$ cat config.mk
export PLATFORM = sky130hd
export DESIGN_NAME = sysex_7bit_unpacker_core_flat
export DESIGN_NICKNAME = d
export VERILOG_FILES = /design/src/sv/sxu_pkg.sv /design/src/sv/sxu_in_if.sv /design/src/sv/sxu_out_if.sv /design/src/sv/sxu_cfg_if.sv /design/src/sv/sysex_7bit_unpacker_core.sv /design/src/flat_wrapper.sv
export VERILOG_INCLUDE_DIRS = /design/src /design/src/sv
export SDC_FILE = /design/constraint.sdc
export NUM_CORES = 1
export LEC_CHECK = 0
export ABC_AREA = 1
export BUFFER_PORTS_ARGS = -buffer_cell sky130_fd_sc_hd__buf_2
export CAP_MARGIN = 30
export CELL_PAD_IN_SITES_DETAIL_PLACEMENT = 0
export CELL_PAD_IN_SITES_GLOBAL_PLACEMENT = 2
export CORE_MARGIN = 2
export CORE_UTILIZATION = 40
export CTS_CLUSTER_SIZE = 16
export DETAILED_ROUTE_END_ITERATION = 8
export GPL_TIMING_DRIVEN = 0
export PLACE_DENSITY_LB_ADDON = 0.1
export SLEW_MARGIN = 20
export SYNTH_ARGS = -nofsm -noshare
export SYNTH_HDL_FRONTEND = slang
export SYNTH_SLANG_ARGS = --single-unit
export TNS_END_PERCENT = 1
$ cat constraint.sdc
create_clock -name clk_i -period 6.5 [get_ports clk_i]
set_clock_uncertainty 0.05 [all_clocks]
set_input_delay 0.975 -clock clk_i [delete_from_list [all_inputs] [get_ports clk_i]]
set_output_delay 0.975 -clock clk_i [all_outputs]
set_load 0.02 [all_outputs]
$ cat src/sv/sysex_7bit_unpacker_core_defines.svh
// ----------------------------------------------------------------------------
// SysEx unpacker assertion macros
// Shared concurrent assertion forms for the SysEx unpacker core.
// ----------------------------------------------------------------------------
`ifndef SYSEX_7BIT_UNPACKER_CORE_DEFINES_SVH
`define SYSEX_7BIT_UNPACKER_CORE_DEFINES_SVH

// same-cycle implication
`define SXU_ASSERT_NOW(lbl, clk, rstn, ante, cons) \
  lbl: assert property (@(posedge clk) disable iff (!rstn) (ante) |-> (cons)) \
    else $error("sysex unpacker: assertion failed");

// next-cycle implication
`define SXU_ASSERT_NEXT(lbl, clk, rstn, ante, cons) \
  lbl: assert property (@(posedge clk) disable iff (!rstn) (ante) |=> (cons)) \
    else $error("sysex unpacker: assertion failed");

`endif

$ cat src/sv/sxu_pkg.sv
// ----------------------------------------------------------------------------
// SysEx unpacker package
// Types, codes and constants of the 7-bit to 8-bit SysEx unpacker.
// ----------------------------------------------------------------------------
package sxu_pkg;

  localparam int MAX_OUT = 2048;
  localparam int CNT_W   = 12;
  localparam int HDR_LEN = 5;
  localparam int QDEPTH  = 4;
  localparam int QPTR_W  = $clog2(QDEPTH);
  localparam int QCNT_W  = $clog2(QDEPTH + 1);

  localparam logic [7:0] SOX_BYTE  = 8'hF0;
  localparam logic [7:0] EOX_BYTE  = 8'hF7;
  localparam logic [6:0] LOW7_MASK = 7'h7F;

  typedef enum logic [1:0] {
    ST_OK       = 2'd0,
    ST_EMPTY    = 2'd1,
    ST_OVERFLOW = 2'd2
  } status_e;

  typedef struct packed {
    logic [7:0] data_byte;
    logic       last_of_message;
    status_e    status;
  } result_t;

  function automatic logic [7:0] header_byte(input logic [2:0] idx);
    logic [7:0] b;
    b = 8'h00;
    unique case (idx)
      3'd0:    b = SOX_BYTE;
      3'd1:    b = 8'h00;
      3'd2:    b = 8'h02;
      3'd3:    b = 8'h61;
      3'd4:    b = 8'h00;
      default: b = 8'h00;
    endcase
    return b;
  endfunction

endpackage

$ cat src/sv/sxu_in_if.sv
// ----------------------------------------------------------------------------
// SysEx unpacker input channel
// Raw message bytes with an end-of-message mark.
// ----------------------------------------------------------------------------
interface sxu_in_if;
  logic       valid;
  logic       ready;
  logic [7:0] in_byte;
  logic       end_of_message;

  modport source (output valid, output in_byte, output end_of_message, input ready);
  modport sink   (input valid, input in_byte, input end_of_message, output ready);
endinterface

$ cat src/sv/sxu_out_if.sv
// ----------------------------------------------------------------------------
// SysEx unpacker result channel
// Decoded bytes with last mark and status.
// ----------------------------------------------------------------------------
interface sxu_out_if;
  logic       valid;
  logic       ready;
  logic [7:0] data_byte;
  logic       last_of_message;
  logic [1:0] status;

  modport source (output valid, output data_byte, output last_of_message,
                  output status, input ready);
  modport sink   (input valid, input data_byte, input last_of_message,
                  input status, output ready);
endinterface

$ cat src/sv/sxu_cfg_if.sv
// ----------------------------------------------------------------------------
// SysEx unpacker configuration channel
// Write channel for the suspended register.
// ----------------------------------------------------------------------------
interface sxu_cfg_if;
  logic valid;
  logic ready;
  logic suspended;

  modport source (output valid, output suspended, input ready);
  modport sink   (input valid, input suspended, output ready);
endinterface

$ cat src/sv/sysex_7bit_unpacker_core.sv
// ----------------------------------------------------------------------------
// SysEx 7-bit to 8-bit unpacker core
// Checks the F0 00 02 61 00 header and rebuilds 8-bit data from group bytes.
// ----------------------------------------------------------------------------
// One message byte is taken per cycle while the input is ready and decoded
// in the same cycle into a four-entry result queue; results leave at one per
// cycle while the result side is ready. A message end can emit two results
// (the held byte and the final one), so the input is ready while the queue
// has room for two; with the result side always ready the core sustains one
// byte per cycle. Results are registered in the queue before they are offered.
// Bytes beyond 2048 decoded data bytes are dropped and the last result carries
// overflow status. The suspended register is sampled on each message's first byte.
module sysex_7bit_unpacker_core (
  input  logic      clk_i,
  input  logic      rst_ni,
  sxu_in_if.sink    sysex_i,
  sxu_out_if.source result_o,
  sxu_cfg_if.sink   cfg_i
);
  import sxu_pkg::*;
  `include "sysex_7bit_unpacker_core_defines.svh"

  logic             susp_q;
  logic [2:0]       hs_q, hs_d;
  logic             bad_q, bad_d;
  logic [2:0]       pos_q, pos_d;
  logic [6:0]       grp_q, grp_d;
  logic [2:0]       bidx_q, bidx_d;
  logic [7:0]       held_q, held_d;
  logic             hv_q, hv_d;
  logic [CNT_W-1:0] dcnt_q, dcnt_d;
  logic             ovf_q, ovf_d;

  result_t             q_mem [QDEPTH];
  logic [QPTR_W-1:0]   head_q, tail_q;
  logic [QCNT_W-1:0]   cnt_q, cnt_d;

  logic    in_fire, out_fire, eom;
  logic    res_a_v, res_b_v;
  result_t res_a, res_b, fin;
  logic [1:0] push_n;
  logic [7:0] grp_ext;
  logic [7:0] dec_byte;

  assign cfg_i.ready   = 1'b1;
  assign sysex_i.ready = (cnt_q <= QCNT_W'(QDEPTH - 2));
  assign in_fire       = sysex_i.valid & sysex_i.ready;
  assign out_fire      = result_o.valid & result_o.ready;
  assign eom           = sysex_i.end_of_message;
  assign grp_ext       = {1'b0, grp_q};
  assign dec_byte      = {grp_ext[bidx_q], sysex_i.in_byte[6:0] & LOW7_MASK};

  always_ff @(posedge clk_i or negedge rst_ni) begin
    if (!rst_ni) begin
      susp_q <= 1'b0;
    end else if (cfg_i.valid && cfg_i.ready) begin
      susp_q <= cfg_i.suspended;
    end
  end

  always_comb begin
    hs_d    = hs_q;
    bad_d   = bad_q;
    pos_d   = pos_q;
    grp_d   = grp_q;
    bidx_d  = bidx_q;
    held_d  = held_q;
    hv_d    = hv_q;
    dcnt_d  = dcnt_q;
    ovf_d   = ovf_q;
    res_a_v = 1'b0;
    res_b_v = 1'b0;
    res_a   = '{data_byte: held_q, last_of_message: 1'b0, status: ST_OK};
    res_b   = res_a;
    fin     = res_a;

    if (in_fire) begin
      if (hs_q == 3'd0 && !bad_q && susp_q) begin
        bad_d = 1'b1;
      end
      if (!bad_d) begin
        if (hs_q < 3'(HDR_LEN)) begin
          if (sysex_i.in_byte == header_byte(hs_q)) begin
            hs_d = hs_q + 3'd1;
          end else begin
            bad_d = 1'b1;
          end
        end else if (!(eom && sysex_i.in_byte == EOX_BYTE)) begin
          if (pos_q == 3'd0) begin
            grp_d  = sysex_i.in_byte[6:0] & LOW7_MASK;
            pos_d  = 3'd1;
            bidx_d = 3'd0;
          end else begin
            bidx_d = bidx_q + 3'd1;
            pos_d  = pos_q + 3'd1;
            if (dcnt_q < CNT_W'(MAX_OUT)) begin
              if (hv_q) begin
                res_a_v = 1'b1;
              end
              held_d = dec_byte;
              hv_d   = 1'b1;
              dcnt_d = dcnt_q + CNT_W'(1);
            end else begin
              ovf_d = 1'b1;
            end
          end
        end
      end

      if (eom) begin
        if (!bad_d && hs_d == 3'(HDR_LEN)) begin
          if (hv_d) begin
            fin = '{data_byte: held_d, last_of_message: 1'b1,
                    status: (ovf_d ? ST_OVERFLOW : ST_OK)};
          end else begin
            fin = '{data_byte: 8'h00, last_of_message: 1'b1, status: ST_EMPTY};
          end
          if (res_a_v) begin
            res_b   = fin;
            res_b_v = 1'b1;
          end else begin
            res_a   = fin;
            res_a_v = 1'b1;
          end
        end
        hs_d   = 3'd0;
        bad_d  = 1'b0;
        pos_d  = 3'd0;
        grp_d  = 7'd0;
        bidx_d = 3'd0;
        held_d = 8'h00;
        hv_d   = 1'b0;
        dcnt_d = '0;
        ovf_d  = 1'b0;
      end
    end
  end

  always_ff @(posedge clk_i or negedge rst_ni) begin
    if (!rst_ni) begin
      hs_q   <= 3'd0;
      bad_q  <= 1'b0;
      pos_q  <= 3'd0;
      grp_q  <= 7'd0;
      bidx_q <= 3'd0;
      held_q <= 8'h00;
      hv_q   <= 1'b0;
      dcnt_q <= '0;
      ovf_q  <= 1'b0;
    end else begin
      hs_q   <= hs_d;
      bad_q  <= bad_d;
      pos_q  <= pos_d;
      grp_q  <= grp_d;
      bidx_q <= bidx_d;
      held_q <= held_d;
      hv_q   <= hv_d;
      dcnt_q <= dcnt_d;
      ovf_q  <= ovf_d;
    end
  end

  assign push_n = {1'b0, res_a_v} + {1'b0, res_b_v};
  assign cnt_d  = cnt_q + QCNT_W'(push_n) - QCNT_W'(out_fire);

  always_ff @(posedge clk_i) begin
    if (res_a_v) begin
      q_mem[tail_q] <= res_a;
    end
    if (res_b_v) begin
      q_mem[tail_q + QPTR_W'(1)] <= res_b;
    end
  end

  always_ff @(posedge clk_i or negedge rst_ni) begin
    if (!rst_ni) begin
      head_q <= '0;
      tail_q <= '0;
      cnt_q  <= '0;
    end else begin
      tail_q <= tail_q + QPTR_W'(push_n);
      cnt_q  <= cnt_d;
      if (out_fire) begin
        head_q <= head_q + QPTR_W'(1);
      end
    end
  end

  assign result_o.valid           = (cnt_q != '0);
  assign result_o.data_byte       = q_mem[head_q].data_byte;
  assign result_o.last_of_message = q_mem[head_q].last_of_message;
  assign result_o.status          = q_mem[head_q].status;

  `SXU_ASSERT_NOW(a_queue_bound, clk_i, rst_ni, 1'b1, cnt_q <= QCNT_W'(QDEPTH))
  `SXU_ASSERT_NOW(a_room_on_accept, clk_i, rst_ni, in_fire, cnt_q <= QCNT_W'(QDEPTH - 2))
  `SXU_ASSERT_NOW(a_held_needs_header, clk_i, rst_ni, hv_q, (hs_q == 3'(HDR_LEN)) && !bad_q)
  `SXU_ASSERT_NEXT(a_clear_at_end, clk_i, rst_ni, in_fire && eom, (hs_q == 3'd0) && !hv_q && (dcnt_q == '0) && !ovf_q)

endmodule

$ cat src/flat_wrapper.sv
// flat-port wrapper written by rule: the top's interface ports become plain ports
module sysex_7bit_unpacker_core_flat import sxu_pkg::*;
  (clk_i, rst_ni, sysex_i_valid, sysex_i_in_byte, sysex_i_end_of_message, sysex_i_ready, result_o_valid, result_o_data_byte, result_o_last_of_message, result_o_status, result_o_ready, cfg_i_valid, cfg_i_suspended, cfg_i_ready);
  sxu_in_if sysex_i_i ();
  sxu_out_if result_o_i ();
  sxu_cfg_if cfg_i_i ();
  input  logic clk_i;
  input  logic rst_ni;
  input wire logic [$bits(sysex_i_i.valid)-1:0] sysex_i_valid;
  input wire logic [$bits(sysex_i_i.in_byte)-1:0] sysex_i_in_byte;
  input wire logic [$bits(sysex_i_i.end_of_message)-1:0] sysex_i_end_of_message;
  output wire logic [$bits(sysex_i_i.ready)-1:0] sysex_i_ready;
  output wire logic [$bits(result_o_i.valid)-1:0] result_o_valid;
  output wire logic [$bits(result_o_i.data_byte)-1:0] result_o_data_byte;
  output wire logic [$bits(result_o_i.last_of_message)-1:0] result_o_last_of_message;
  output wire logic [$bits(result_o_i.status)-1:0] result_o_status;
  input wire logic [$bits(result_o_i.ready)-1:0] result_o_ready;
  input wire logic [$bits(cfg_i_i.valid)-1:0] cfg_i_valid;
  input wire logic [$bits(cfg_i_i.suspended)-1:0] cfg_i_suspended;
  output wire logic [$bits(cfg_i_i.ready)-1:0] cfg_i_ready;
  assign sysex_i_i.valid = sysex_i_valid;
  assign sysex_i_i.in_byte = sysex_i_in_byte;
  assign sysex_i_i.end_of_message = sysex_i_end_of_message;
  assign sysex_i_ready = sysex_i_i.ready;
  assign result_o_valid = result_o_i.valid;
  assign result_o_data_byte = result_o_i.data_byte;
  assign result_o_last_of_message = result_o_i.last_of_message;
  assign result_o_status = result_o_i.status;
  assign result_o_i.ready = result_o_ready;
  assign cfg_i_i.valid = cfg_i_valid;
  assign cfg_i_i.suspended = cfg_i_suspended;
  assign cfg_i_ready = cfg_i_i.ready;
  sysex_7bit_unpacker_core u_core (.clk_i(clk_i), .rst_ni(rst_ni), .sysex_i(sysex_i_i), .result_o(result_o_i), .cfg_i(cfg_i_i));
endmodule
# Word-level counts from Yosys, hierarchy flattened
# Memories as Yosys holds them, arrays and structs flattened.
# Cells that the tools add are included.
dict set report op_classes {
  add_sub_neg 10
  mux 87
  reduce_logical 14
  n_lt_le_gt_ge 4
  eq_ne 9
  bitwise 2
}
# operator n
set ops {}
lappend ops {{2-to-1 mux 11 bit} 9}
lappend ops {{2-to-1 mux 12 bit} 6}
lappend ops {{2-to-1 mux 8 bit} 9}
lappend ops {{2-to-1 mux 3 bit} 15}
lappend ops {{2-to-1 mux 1 bit} 40}
lappend ops {{2-to-1 mux 7 bit} 5}
lappend ops {{case mux 8 bit (3 select lines)} 1}
lappend ops {{adder 12 x 1 -> 12 bit (second input constant)} 1}
lappend ops {{< comparator 12 bit (second input constant)} 1}
lappend ops {{adder 3 x 1 -> 3 bit (second input constant)} 3}
lappend ops {{== test 8 bit} 1}
lappend ops {{== test 8 bit (second input constant)} 1}
lappend ops {{!= test 2 bit (second input constant)} 4}
lappend ops {{== test 3 x 2 -> 1 bit (second input constant)} 2}
lappend ops {{zero test 3 bit} 2}
lappend ops {{AND reduction 6 bit} 1}
lappend ops {{AND reduction 5 bit} 1}
lappend ops {{adder 2 x 1 -> 2 bit (second input constant)} 2}
lappend ops {{logical AND 1 bit} 4}
lappend ops {{< comparator 3 x 4 -> 1 bit (second input constant)} 1}
lappend ops {{AND reduction 4 bit} 1}
lappend ops {{nonzero test 2 bit} 2}
lappend ops {{adder 3 x 2 -> 3 bit} 1}
lappend ops {{binary-select mux 1 bit (select 3 bit)} 1}
lappend ops {{other kinds (10)} 12}
dict set report word_totals {
  mem_bits_rw 44
  elab_cells 140
  input_bits 15
  ff_bits 47
  n_memories 1
  output_inout_bits 14
}
# memory depth width read_ports rd_ports_with_merged_regs write_ports line
set mem_list {}
lappend mem_list {u_core.q_mem 4 11 1 0 2 sysex_7bit_unpacker_core.sv:34} ;# result_t q_mem [QDEPTH];

# Longest topological paths before layout
dict set report depth {
  word_depth 20
  mapped_depth 20
}

# Worst setup path before layout
# OpenSTA, ideal clock, no wires.
dict set report synth_path {
  path_type {input to register}
  from {in sysex_i_valid}
  to {reg u_core.cnt_q[2]}
  setup_slack_ns 3.184
  arrival_ns 3.143
  path_stages 15
  cell_sequence {inv_1 nor3_2 nand2_1 inv_2 nand2_1 nor2_1 nand4_2 buf_6 inv_1 ha_1 inv_1 ha_1 inv_1 fa_1 xnor2_1}
}
dict set report synth_between {
  elab_chain_cells 5
}
# item line
set synth_rtl {}
lappend synth_rtl {{start: declaration} flat_wrapper.sv:9} ;# input wire logic [$bits(sysex_i_i.valid)-1:0] sysex_i_valid;
lappend synth_rtl {{AND 1 bit *} sysex_7bit_unpacker_core.sv:47} ;# assign in_fire = sysex_i.valid & sysex_i.ready;
lappend synth_rtl {{2-to-1 mux 1 bit} sysex_7bit_unpacker_core.sv:77} ;# if (in_fire) begin
lappend synth_rtl {{adder 1 x 1 -> 2 bit *} sysex_7bit_unpacker_core.sv:163} ;# assign push_n = {1'b0, res_a_v} + {1'b0, res_b_v};
lappend synth_rtl {{adder 3 x 2 -> 3 bit *} sysex_7bit_unpacker_core.sv:164} ;# assign cnt_d = cnt_q + QCNT_W'(push_n) - QCNT_W'(out_fire);
lappend synth_rtl {{subtractor 3 x 1 -> 3 bit *} sysex_7bit_unpacker_core.sv:164}
lappend synth_rtl {{net u_core.cnt_d[2]} sysex_7bit_unpacker_core.sv:36} ;# logic [QCNT_W-1:0] cnt_q, cnt_d;
lappend synth_rtl {{end signal: assignment} sysex_7bit_unpacker_core.sv:182} ;# cnt_q <= cnt_d;
lappend synth_rtl {{end: declaration} sysex_7bit_unpacker_core.sv:36}
# Mark *: on every way through the listed nets, which the timed path passes. The rest lies on a longest branch.
# A chain may end at the register's enable or synchronous reset.

# Worst setup path in the final report
# Ends and elaborated chain as after synthesis.

==> out/results.tsv <==
stage	metric	value	unit
timing	Max Clk Rate	0.274	GHz
final_layout	NumNets Final	713	
placed_design	pre-CTS setup slack	2.46	ns
timing	final setup TNS	0	ns
grt	initial antenna violation count	0	
synth	Syn. warnings	0	
detailed_routing	vias per cell	5.11	
floorplanning	Initial Util	0.412	
grt	GR Util All Layers	0.196	
final_layout	area grow syn2layout	12.5	%
pwr	Power Dens Cells	355	nW/µm²
final_layout	Layout fillers	1319	
hold_path	Hold Startpoint	u_core.dcnt_q[3]$_DFFE_PN0P_	
timing	unrepaired setup endpoints after global routing	no	
synth	Cell Area, Synth	5250	µm²
clock_tree	clk sinks	91	
hold_path	Min-Delay Endpoint	u_core.dcnt_q[3]$_DFFE_PN0P_	
timing	crit share post-route	0.561	
clock_tree	Worst-path clk slew	0.06	ns
timing	Final Hold Viols	0	
grt	largest net degree at the start of global routing	48	
clock_tree	CTS buffer count	9	
floorplanning	area of the die	14100	µm²
clock_tree	clock buffer depth	2	
clock_tree	CTS H-tree lvls	3	
grt	grt ovf	0	
flow_run	Max Cap Viol	0	
final_layout	ANT cells	0	
grt	vias in the first global route	4321	
placed_design	# port buffers	27	
setup_path	CP endpoint kind	flip-flop	
floorplanning	Die Span X	119	µm
pwr	Max rail drop VDD	0.124	mV
clock_tree	CTS resizes	0	
floorplanning	core box area	12700	µm²
detailed_routing	DR WL/cell	15.2	µm
clock_tree	TritonCTS clock tree	yes	
setup_path	cells on worst reg2reg path	18	
floorplanning	DIE HEIGHT	119	µm
grt	first-pass GRT wire length	21900	µm
synth	synthesis-stage register bit count	91	
detailed_routing	Routed Antenna Nets	0	
clock_tree	CTS Hold Bufs	0	
placed_design	hpwl dp	9780	µm
hold_path	Worst Hold Class	flip-flop to flip-flop	
pwr	Lkg Pwr	2.78	nW
synth	sequential fraction of the synthesis area	0.476	
synth	Mapped Cells	645	
floorplanning	IO Pins	29	
detailed_routing	drt initial violations	229	
timing	fin. max-slew vios	0	
setup_path	start of the worst register-to-register path	u_core.hs_q[1]$_DFFE_PN0P_	
setup_path	Startpoint Class	primary input	
detailed_routing	residual DRC count	0	
setup_path	Reg2Reg Setup Slack	2.89	ns
detailed_routing	final WL	13100	µm
run_status	status	complete, no violations	
setup_path	WP data arrival	3.83	ns
placed_design	RePlAce Congestion	0.805	
timing	Setup violations, final	0	
synth	Cell variety after synth	39	
synth	Syn Nets	674	
timing	min cycle time layout	3.64	ns
timing	worst setup slack after layout	2.86	ns
final_layout	layout cells sized above 1	0.119	
setup_path	WP data required	6.68	ns
setup_path	WS Path Type	primary input to flip-flop	
clock_tree	Root Buffer	clkbuf_16	
synth	Mean Syn Cell Area	8.14	µm²
setup_path	Critical Path Fanout Max	10	
detailed_routing	vias	4399	
hold_path	Hold Path Cell Cnt	1	
timing	Rel. slew slack	0.493	
floorplanning	std cell rows	41	
clock_tree	# Post-CTS Setup Buffers	0	
pwr	Design Power	2.10	mW
detailed_routing	Initial DRT Pass Iterations	5	
clock_tree	Skew-Pair Late Insertion Delay	0.34	ns
setup_path	worst flop-to-flop path endpoint	u_core.cnt_q[2]$_DFF_PN0_	
timing	Slew @ Worst Pin	0.760	ns
where the power goes:
group          leakage, nW  internal, mW  switching (mW)  total [mW]
clock                0.137         0.293           0.215       0.508
combinational         1.58         0.276           0.559       0.835
sequential            1.06         0.706          0.0464       0.752
total                 2.78          1.27           0.821        2.10
cell usage after synthesis:
cell      number  area (µm²)
a21oi_1       16        80.1
conb_1         1        3.75
nor3_2         1        10.0
a21boi_0       1        7.51
fa_1           1        20.0
o21ai_2        1        8.76
o21a_1         3        22.5
ha_1          13         163
dfrtp_1       47        1180
nor3_1         9        45.0
a211oi_1       1        7.51
inv_1         71         267
nor2_1        55         206
edfxtp_1      44        1320
buf_6          3        33.8
nor2_4         3        33.8
nand4_1        4        25.0
nand3b_1       1        7.51
o21ai_0       58         290
clkinv_1       1        3.75
o22ai_1       23         144
clkbuf_1      10        37.5
o31ai_1        1        7.51
or2_1          5        31.3
nand2_2       12        75.1
nand3_1      105         526
nor2_8         1        20.0
mux2_2         1        11.3
xnor2_1        4        35.0
nor2_2         4        25.0
nand2_1      123         462
o21ai_1        4        20.0
nand4_2        1        12.5
nand3_2        3        30.0
buf_1          1        3.75
inv_2          5        18.8
buf_4          2        15.0
buf_2          3        15.0
xor2_1         3        26.3
layer usage:
metal | wire (µm) | track usage
met1 | 6050 | 0.257
met2 | 6360 | 0.336
met3 | 484 | 0.0265
met4 | 163 | 0.0632
met5 | 0 | 0
critical path, cell delays in order:
cell     delay [ns]
buf_2          0.07
inv_1          0.03
nor3_2         0.33
nand2_1        0.32
inv_2          0.25
nand2_1        0.11
nor2_1         0.14
nand4_2        0.22
buf_6          0.23
inv_1          0.06
ha_1           0.14
inv_1          0.06
ha_1           0.27
inv_1          0.05
fa_1           0.43
xnor2_1        0.13
layout make-up:
cell class,count,area [µm²],share of cell area
Buffer,19,105,0.0178
Tap cell,172,215,0.0365
Clock inverter,7,57.6,0.00975
Sequential cell,91,2500,0.423
Multi-Input combinational cell,458,2370,0.401
Inverter,77,289,0.0490
Clock buffer,9,225,0.0382
Timing Repair Buffer,28,145,0.0246
flip-flops by register name, summed over array words and instances (netlist names):
name,flops
u_core.bidx_q,3
u_core.susp_q,1
u_core.tail_q,2
u_core.held_q,8
u_core.hv_q,1
u_core.grp_q,7
u_core.hs_q,3
u_core.cnt_q,3
u_core.q_mem,44
u_core.pos_q,3
u_core.head_q,2
u_core.ovf_q,1
u_core.bad_q,1
u_core.dcnt_q,12
worst max path at each step:
stage | from | end | slack, ns | cells after the start
global route | sysex_i_valid | u_core.cnt_q[2]$_DFF_PN0_ | 2.60 | 16
finish | sysex_i_valid | u_core.cnt_q[2]$_DFF_PN0_ | 2.86 | 16
detailed placement | sysex_i_valid | u_core.cnt_q[2]$_DFF_PN0_ | 2.46 | 16
CTS | sysex_i_valid | u_core.cnt_q[2]$_DFF_PN0_ | 2.81 | 16
floorplan | sysex_i_valid | u_core.cnt_q[2]$_DFF_PN0_ | 3.18 | 15
global placement | sysex_i_valid | u_core.q_mem[0][4]$_DFFE_PP_ | 1.92 | 11
kinds of logic (layout without fill, tap and decap cells):
group / after synthesis / after routing / synth area share
AO/OA/AOI/OAI: 108 / 108 / 0.112
XOR/XNOR: 7 / 7 / 0.0117
adder cells (fa/ha/maj): 14 / 14 / 0.0348
buffers and inverters: 96 / 140 / 0.0751
flip-flops: 91 / 91 / 0.476
multiplexers: 1 / 1 / 0.00215
other: 1 / 1 / 0.000715
AND/OR/NAND/NOR: 327 / 327 / 0.288
layout by cell type, fill, tap and decap left out, types with 5 or more instances in the layout:
master       n
dfrtp_1     47
nor3_1       9
clkbuf_16    9
o22ai_1     23
or2_1        5
clkinv_1     6
nor2_1      55
a21oi_1     16
o21ai_0     54
edfxtp_1    44
inv_2        5
clkbuf_1    10
nand3_1    105
ha_1        13
nand2_2     12
buf_2       29
inv_1       71
nand2_1    123
o21ai_1      5
metrics by stage:
| stage | cell area (µm²) | hold WS [ns] | util | std cells |
|---|---|---|---|---|
| after global routing | 5900 | 0.479 | 0.464 | 861 |
| final | 5900 | 0.438 | 0.464 | 861 |
| after floorplan | 5250 | 0.407 | - | 645 |
| after detailed placement | 5620 | 0.431 | 0.442 | 845 |
| after CTS | 5900 | 0.440 | 0.464 | 861 |
| after global placement | 5600 | 0.425 | 0.440 | 844 |
(Power assumes the default switching activity.)
